**config.mk**
```make
export PLATFORM = sky130hd
export DESIGN_NAME = tx_channel_ownership_arbiter
export DESIGN_NICKNAME = d
export VERILOG_FILES = /design/src/sv/tcoa_pkg.sv /design/src/sv/tx_channel_ownership_arbiter.sv
export SDC_FILE = /design/constraint.sdc
export NUM_CORES = 1
export LEC_CHECK = 0
export BUFFER_PORTS_ARGS = -buffer_cell sky130_fd_sc_hd__buf_2
export CAP_MARGIN = 20
export CORE_MARGIN = 2
export CORE_UTILIZATION = 64
export CTS_BUF_LIST = sky130_fd_sc_hd__clkbuf_8
export DETAILED_ROUTE_END_ITERATION = 8
export GPL_TIMING_DRIVEN = 0
export PLACE_DENSITY = 0.94
export RECOVER_POWER = 50
export SLEW_MARGIN = 40
export SYNTH_ARGS = -nofsm -noshare
export SYNTH_HDL_FRONTEND = slang
export SYNTH_SLANG_ARGS = --single-unit
export TNS_END_PERCENT = 5
```
**constraint.sdc**
```tcl
create_clock -name clk -period 6.24 [get_ports clk]
set_input_delay 0.624 -clock clk [delete_from_list [all_inputs] [get_ports clk]]
set_output_delay 0.624 -clock clk [all_outputs]
set_load 0.005 [all_outputs]
```
**src/sv/tcoa_pkg.sv**
```systemverilog
// ----------------------------------------------------------------------------
// tcoa_pkg
// Shared codes for the transmit channel ownership arbiter: transaction kinds,
// result codes, the width of the idle tick counter and result field positions.
// ----------------------------------------------------------------------------
package tcoa_pkg;

  // Kind of an input transaction, carried on s_tuser.
  typedef enum logic [1:0] {
    FUNC_SUBMIT  = 2'd0,
    FUNC_RELEASE = 2'd1,
    FUNC_TICK    = 2'd2,
    FUNC_UNUSED  = 2'd3
  } func_t;

  // Outcome reported in the result_code field.
  typedef enum logic [1:0] {
    RES_ACCEPTED   = 2'd0,
    RES_REJECTED   = 2'd1,
    RES_DECLINED   = 2'd2,
    RES_NOT_SUBMIT = 2'd3
  } result_code_t;

  localparam int unsigned IDLE_W = 16;

  // Bit positions of the fixed fields in a result transaction.
  localparam int unsigned OUT_CODE_LSB      = 0;
  localparam int unsigned OUT_WRITE_AUDIO   = 2;
  localparam int unsigned OUT_CLEAR_BUFFER  = 3;
  localparam int unsigned OUT_GRANTED       = 4;
  localparam int unsigned OUT_PREEMPTED     = 5;
  localparam int unsigned OUT_RELEASED      = 6;
  localparam int unsigned OUT_CONFLICT      = 7;
  localparam int unsigned OUT_OWNER_CHANGED = 8;
  localparam int unsigned OUT_OWNER_VALID   = 9;
  localparam int unsigned OUT_ID_LSB        = 10;

endpackage

```
**src/sv/tx_channel_ownership_arbiter.sv**
```systemverilog
// ----------------------------------------------------------------------------
// tx_channel_ownership_arbiter
// Decides which client owns the shared transmit channel, one transaction per
// cycle while not stalled, with a registered result and an output skid stage.
// ----------------------------------------------------------------------------
// Usage
//   Input transactions arrive on the s_ stream: s_tuser carries the kind
//   (submit, release or tick) and s_tdata the client fields. Every accepted
//   input transaction produces exactly one result transaction on the m_
//   stream, in order.
//   The ownership decision is a small compare-and-update on a handful of
//   registers, done in the cycle the input is accepted. The result is then
//   registered, and the sustained throughput is one transaction per cycle
//   as long as the receiver does not stall.
//   When the receiver stalls, one further result is held in a skid register;
//   s_tready falls only while that skid register is occupied, and the block
//   recovers full rate as soon as m_tready returns.
//   The idle timeout is written through cfg_wen/cfg_wdata, by the user only
//   while the block is idle, which the block does not enforce; it takes
//   effect on the next tick. Reset (rst, synchronous) frees the channel,
//   clears the idle count, restores the timeout to 500 ticks and empties the output stages.
// ----------------------------------------------------------------------------
module tx_channel_ownership_arbiter
  import tcoa_pkg::*;
#(
  parameter int unsigned CLIENT_ID_BITS = 8,
  parameter int unsigned PRIORITY_BITS  = 2
) (
  input  logic clk,
  input  logic rst,
  // Configuration: idle_timeout_ticks
  input  logic              cfg_wen,
  input  logic [IDLE_W-1:0] cfg_wdata,
  // Input stream
  input  logic s_tvalid,
  output logic s_tready,
  // tuser: func
  input  logic [1:0] s_tuser,
  // tdata: client_id, client_known, requester_priority, recovered, zero pad
  input  logic [((CLIENT_ID_BITS+PRIORITY_BITS+2+7)/8)*8-1:0] s_tdata,
  // Output stream
  output logic m_tvalid,
  input  logic m_tready,
  // tdata: result_code, write_audio, clear_buffer, granted, preempted,
  // released, conflict, owner_changed, owner_valid, owner_id, other_id,
  // zero pad
  output logic [((2*CLIENT_ID_BITS+10+7)/8)*8-1:0] m_tdata
);

  localparam int unsigned IW      = CLIENT_ID_BITS;
  localparam int unsigned PW      = PRIORITY_BITS;
  localparam int unsigned OUT_W   = 2 * IW + 10;
  localparam int unsigned OUT_TW  = ((OUT_W + 7) / 8) * 8;
  localparam logic [IDLE_W-1:0] IDLE_MAX      = {IDLE_W{1'b1}};
  localparam logic [IDLE_W-1:0] TIMEOUT_RESET = IDLE_W'(500);

  // Architectural state.
  logic              owned, owned_next;
  logic [IW-1:0]     owner_client, owner_client_next;
  logic [PW-1:0]     owner_priority, owner_priority_next;
  logic [IDLE_W-1:0] idle_ticks, idle_ticks_next;
  logic [IDLE_W-1:0] idle_timeout;

  // Output register and skid register.
  logic              skid_valid;
  logic [OUT_TW-1:0] skid_data;

  // Unpacked input fields.
  func_t         func;
  logic [IW-1:0] client_id;
  logic          client_known;
  logic [PW-1:0] req_pri;
  logic          recovered;

  // Decision outputs.
  result_code_t  code;
  logic          wr, clr, gr, pre, rel, conf, chg;
  logic [IW-1:0] other;
  logic [IDLE_W-1:0] ticks_inc;
  logic [OUT_TW-1:0] result;
  logic              accept_in;
  logic              out_free;

  assign func         = func_t'(s_tuser);
  assign client_id    = s_tdata[IW-1:0];
  assign client_known = s_tdata[IW];
  assign req_pri      = s_tdata[IW+PW:IW+1];
  assign recovered    = s_tdata[IW+PW+1];

  assign s_tready  = !skid_valid;
  assign accept_in = s_tvalid && s_tready;
  assign out_free  = !m_tvalid || m_tready;

  assign ticks_inc = (idle_ticks < IDLE_MAX) ? idle_ticks + 1'b1 : idle_ticks;

  // Ownership decision for the transaction on the input.
  always_comb begin
    owned_next          = owned;
    owner_client_next   = owner_client;
    owner_priority_next = owner_priority;
    idle_ticks_next     = idle_ticks;
    code  = RES_NOT_SUBMIT;
    other = '0;
    wr    = 1'b0;
    clr   = 1'b0;
    gr    = 1'b0;
    pre   = 1'b0;
    rel   = 1'b0;
    conf  = 1'b0;
    chg   = 1'b0;
    case (func)
      FUNC_SUBMIT: begin
        if (!client_known) begin
          // Unregistered sender: refused without touching the channel.
          code = recovered ? RES_DECLINED : RES_REJECTED;
        end else if (!owned) begin
          if (recovered) begin
            code = RES_DECLINED;
          end else begin
            owned_next          = 1'b1;
            owner_client_next   = client_id;
            owner_priority_next = req_pri;
            idle_ticks_next     = '0;
            code = RES_ACCEPTED;
            wr   = 1'b1;
            clr  = 1'b1;
            gr   = 1'b1;
            chg  = 1'b1;
          end
        end else if (owner_client == client_id) begin
          // The owner keeps writing; only live frames refresh the lease.
          if (!recovered) begin
            idle_ticks_next = '0;
          end
          code = RES_ACCEPTED;
          wr   = 1'b1;
        end else if (req_pri > owner_priority) begin
          if (recovered) begin
            code = RES_DECLINED;
          end else begin
            other               = owner_client;
            owner_client_next   = client_id;
            owner_priority_next = req_pri;
            idle_ticks_next     = '0;
            code = RES_ACCEPTED;
            wr   = 1'b1;
            clr  = 1'b1;
            gr   = 1'b1;
            pre  = 1'b1;
            chg  = 1'b1;
          end
        end else begin
          if (recovered) begin
            code = RES_DECLINED;
          end else begin
            other = owner_client;
            code  = RES_REJECTED;
            conf  = 1'b1;
          end
        end
      end
      FUNC_RELEASE: begin
        if (owned && owner_client == client_id) begin
          other               = owner_client;
          owned_next          = 1'b0;
          owner_client_next   = '0;
          owner_priority_next = '0;
          clr = 1'b1;
          rel = 1'b1;
          chg = 1'b1;
        end
      end
      FUNC_TICK: begin
        if (owned) begin
          idle_ticks_next = ticks_inc;
          if (ticks_inc >= idle_timeout) begin
            other               = owner_client;
            owned_next          = 1'b0;
            owner_client_next   = '0;
            owner_priority_next = '0;
            clr = 1'b1;
            rel = 1'b1;
            chg = 1'b1;
          end
        end
      end
      default: begin
        // Unused kind: no change, owner fields still reported.
      end
    endcase

    result = '0;
    result[OUT_CODE_LSB +: 2]   = code;
    result[OUT_WRITE_AUDIO]     = wr;
    result[OUT_CLEAR_BUFFER]    = clr;
    result[OUT_GRANTED]         = gr;
    result[OUT_PREEMPTED]       = pre;
    result[OUT_RELEASED]        = rel;
    result[OUT_CONFLICT]        = conf;
    result[OUT_OWNER_CHANGED]   = chg;
    result[OUT_OWNER_VALID]     = owned_next;
    result[OUT_ID_LSB +: IW]    = owned_next ? owner_client_next : '0;
    result[OUT_ID_LSB + IW +: IW] = other;
  end

  // State and configuration registers.
  always_ff @(posedge clk) begin
    if (rst) begin
      owned          <= 1'b0;
      owner_client   <= '0;
      owner_priority <= '0;
      idle_ticks     <= '0;
      idle_timeout   <= TIMEOUT_RESET;
    end else begin
      if (cfg_wen) begin
        idle_timeout <= cfg_wdata;
      end
      if (accept_in) begin
        owned          <= owned_next;
        owner_client   <= owner_client_next;
        owner_priority <= owner_priority_next;
        idle_ticks     <= idle_ticks_next;
      end
    end
  end

  // Output and skid valid flags.
  always_ff @(posedge clk) begin
    if (rst) begin
      m_tvalid   <= 1'b0;
      skid_valid <= 1'b0;
    end else if (out_free) begin
      if (skid_valid) begin
        m_tvalid   <= 1'b1;
        skid_valid <= 1'b0;
      end else begin
        m_tvalid <= accept_in;
      end
    end else if (accept_in) begin
      skid_valid <= 1'b1;
    end
  end

  // Payload registers.
  always_ff @(posedge clk) begin
    if (out_free) begin
      if (skid_valid) begin
        m_tdata <= skid_data;
      end else if (accept_in) begin
        m_tdata <= result;
      end
    end else if (accept_in) begin
      skid_data <= result;
    end
  end

endmodule

```
==> out/summary.log <==
qor: setup_path.cp_data_required_time 6490 ps
qor: setup_path.critical_path_arrival 4750 ps
qor: sta.layout_min_cycle_time 4494 ps
qor: route.num_vias 4326
qor: clock_network.tritoncts done
qor: die.dieWidth 94.11 µm
qor: die.die_height 94.11 µm
qor: route.routed_wire_length_per_instance 17.27 µm
qor: sta.worst-slew-pin-transition 1091 ps
qor: clock_network.post_cts_hold_buffer_count 0
qor: placed_design.number_of_port_buffers 60
qor: setup_path.worstSetupEndpointType flop
qor: setup_path.worstSetupPathType reg -> reg
qor: synthesis.edff_count_synth 50
qor: placed_design.gp_congestion 0.9243
qor: power.ir_worst_vdd 0.0001012 V
qor: setup_path.crit_path_cell_trace buf_2, and4_1, clkbuf_1, nand4_1, nor4_1, nand3_1, o21a_1, ha_1, nand4_1, or3_1, o32ai_2, o311ai_1, o22ai_2, buf_2, and2_1
qor: setup_path.cp.buffers_inverters 3
qor: clock_network.clkSinkCount 95
qor: global_route.first_global_vias 4198
qor: clock_network.root_buffer_master clkbuf_8
qor: die.fp.coreArea 7807 µm²
qor: sta.skew 15.51 ps
qor: layout.final_common_cell buf_2
qor: clock_network.postCtsResizedCells 0
qor: sta.number_of_endpoints_failing_setup_at_the_final_stage 0
qor: setup_path.timing.critical_path.slowest_cell_delay 530 ps
qor: route.drt.antenna.violating_nets 0
qor: synthesis.synth-seq-area-share 46.23%
qor: layout.drive_above_1_share 17.89%
qor: setup_path.cp-startpoint idle_ticks[4]
qor: sta.setup-tns-final 0 ps
qor: clock_network.cts_max_path_buffers 2
qor: layout.antennaDiodeCount 0
qor: layout.flow.area_growth_from_synthesis 12.04%
qor: route.avgViaCountPerCell 6.180
qor: die.initial_core_util 66.55%
qor: global_route.maximum_number_of_pins_on_one_net_before_global_route_repair 26
qor: die.rows 32
qor: global_route.grt_antenna_before_repair 0
qor: sta.maxClockFrequency 222.5 MHz
qor: synthesis.post_synth.cell_area_avg 10.07 µm²
qor: clock_network.clock_insertion_delay_worst_skew 380 ps
qor: hold_path.min-delay-path-class in -> reg
qor: synthesis.yosys_warn_count 0
qor: die.top_level_ports 73
qor: setup_path.critPathTopFamily simple AND/OR/NAND/NOR gates
qor: sta.slew_headroom 26.57%
qor: clock_network.cts.reportedPaths.clkPinSlew 110 ps
qor: die.die_area 8856 µm²
qor: layout.post-route-cell-area 5822 µm²
qor: placed_design.dp.final_hpwl 8827 µm
qor: layout.most_frequent_cells_in_the_layout buf_2, edfxtp_1, nand2_1
qor: clock_network.cts_htree_levels 3
qor: clock_network.postCtsSetupBuffers 0
qor: hold_path.min_delay_startpoint cfg_wdata[7]
qor: setup_path.timing.rr.start idle_ticks[4]
qor: sta.timing_max_transition_violations_final 0
qor: placed_design.dpl-instance-area 5679 µm²
qor: synthesis.postSynth.asyncResetShare 0%
qor: synthesis.syn_inst 516
qor: route.drt_pass1_iterations 8
qor: setup_path.start_kind flop
qor: synthesis.primary_flip_flop_cell_chosen_by_synthesis_mapping edfxtp_1
qor: synthesis.yosys_register_bits 95
qor: synthesis.synth_area 5196 µm²
qor: power.power_per_cell_area 208.8 nW/µm²
qor: global_route.grt_pass1_wl 19820 µm
qor: route.routed_wl 12090 µm
qor: run_status.run_status completed
qor: setup_path.cp_max_delay_cell nor4_1
qor: sta.timing.final.crit_share 72.02%
qor: setup_path.crit_fanout 10
qor: synthesis.synth.distinct_cells 65
qor: sta.setup_repair_after_global_routing_missed_its_margin no
qor: route.drtIter0Drc 377
qor: global_route.grtUsageTotal 28.69%
qor: clock_network.cts_buffer_count 9
qor: power.cellLeakagePower 2.351 nW
qor: sta.final_hold_viol_count 0
qor: global_route.grt_remaining_overflow 0
qor: layout.nNetsFinal 655
qor: route.post-route-drc-count 0
qor: flow_run.cap_viol_max_count 0
-- power by group --
part / internal [mW] / switching [mW] / total, mW
Clock: 0.159 / 0.248 / 0.407
Sequential: 0.677 / 0.00710 / 0.684
Combinational: 0.0467 / 0.0781 / 0.125
Total: 0.882 / 0.334 / 1.22
-- cell usage after synthesis, types with 11 or more instances --
library cell / count / area share, %
o21ai_0: 12 / 1.2
inv_1: 35 / 2.5
xor2_1: 11 / 1.9
a22o_1: 21 / 3.5
nand2_1: 48 / 3.5
nand3_1: 12 / 1.2
ha_1: 23 / 5.5
mux2i_1: 16 / 3.1
a21oi_1: 34 / 3.3
nor2_1: 36 / 2.6
dfxtp_1: 45 / 17
edfxtp_1: 50 / 29
clkbuf_1: 17 / 1.2
-- per-layer routing --
metal	wire length, µm	global-route usage [%]	vias up
met2	6180	49.94	226
met4	343	14.61	0
met3	1008	4.494	36
met1	4553	34.18	2034
met5	0	0	-
li1	-	-	2030
-- per-stage QoR --
stage,util (%),power (mW),cells,setup WS [ps],hold WS (ps)
after floorplan,-,0.7752,521,2429,451.7
after global placement,72.28,0.8155,683,1951,464.8
after detailed placement,72.74,0.8232,684,1822,485.9
after CTS,75.29,1.217,700,1810,466.3
after global routing,74.57,1.258,700,1434,473.7
final,74.57,1.216,700,1746,467.4
-- worst register-to-register path: stages (launching register included) --
cell and delay, ps:
dfxtp_1 320, buf_2 160, and4_1 190, clkbuf_1 200, nand4_1 330, nor4_1 530
nand3_1 170, o21a_1 150, ha_1 290, nand4_1 130, or3_1 400, o32ai_2 390
o311ai_1 240, o22ai_2 430, buf_2 290, and2_1 160
-- kinds of logic (layout without fill, tap and decap cells) --
family | count (synthesis) | count (layout) | synth area share [%]
other | 1 | 6 | 0.07217
AOI/OAI and AO/OA | 136 | 136 | 20.71
and+or+nand+nor | 150 | 150 | 14.13
buffers and inverters | 71 | 148 | 5.851
muxes | 23 | 23 | 4.599
adders and majority gates | 23 | 23 | 5.538
DFF | 95 | 95 | 46.23
xor gates and xnor gates | 17 | 17 | 2.865
-- final cells by class --
type	count	area [µm²]
inverter	39	146.4
clock inverter	7	75.07
sequential	95	2402
tap	102	127.6
clock buffer	9	123.9
buffer	32	156.4
timing repair buffer	61	287.8
fill	554	1986
multi-input combinational	355	2502
-- registers in the layout (all words and copies together), names as in the netlist --
register and count:
owner_client 8, idle_timeout 16, skid_data 25, m_tvalid 1, idle_ticks 16, owner_priority 2, skid_valid 1, m_tdata 25
owned 1
-- final timing paths --
path | cells past startpoint | end | slack (ps)
worst max-delay path | 15 | skid_data[18] | 1750
worst min-delay path | 3 | idle_timeout[7] | 470
worst max register to register | 15 | skid_data[18] | 1750
worst min register to register | 2 | idle_timeout[13] | 510
No activity file was read; power rests on OpenSTA's default activity.
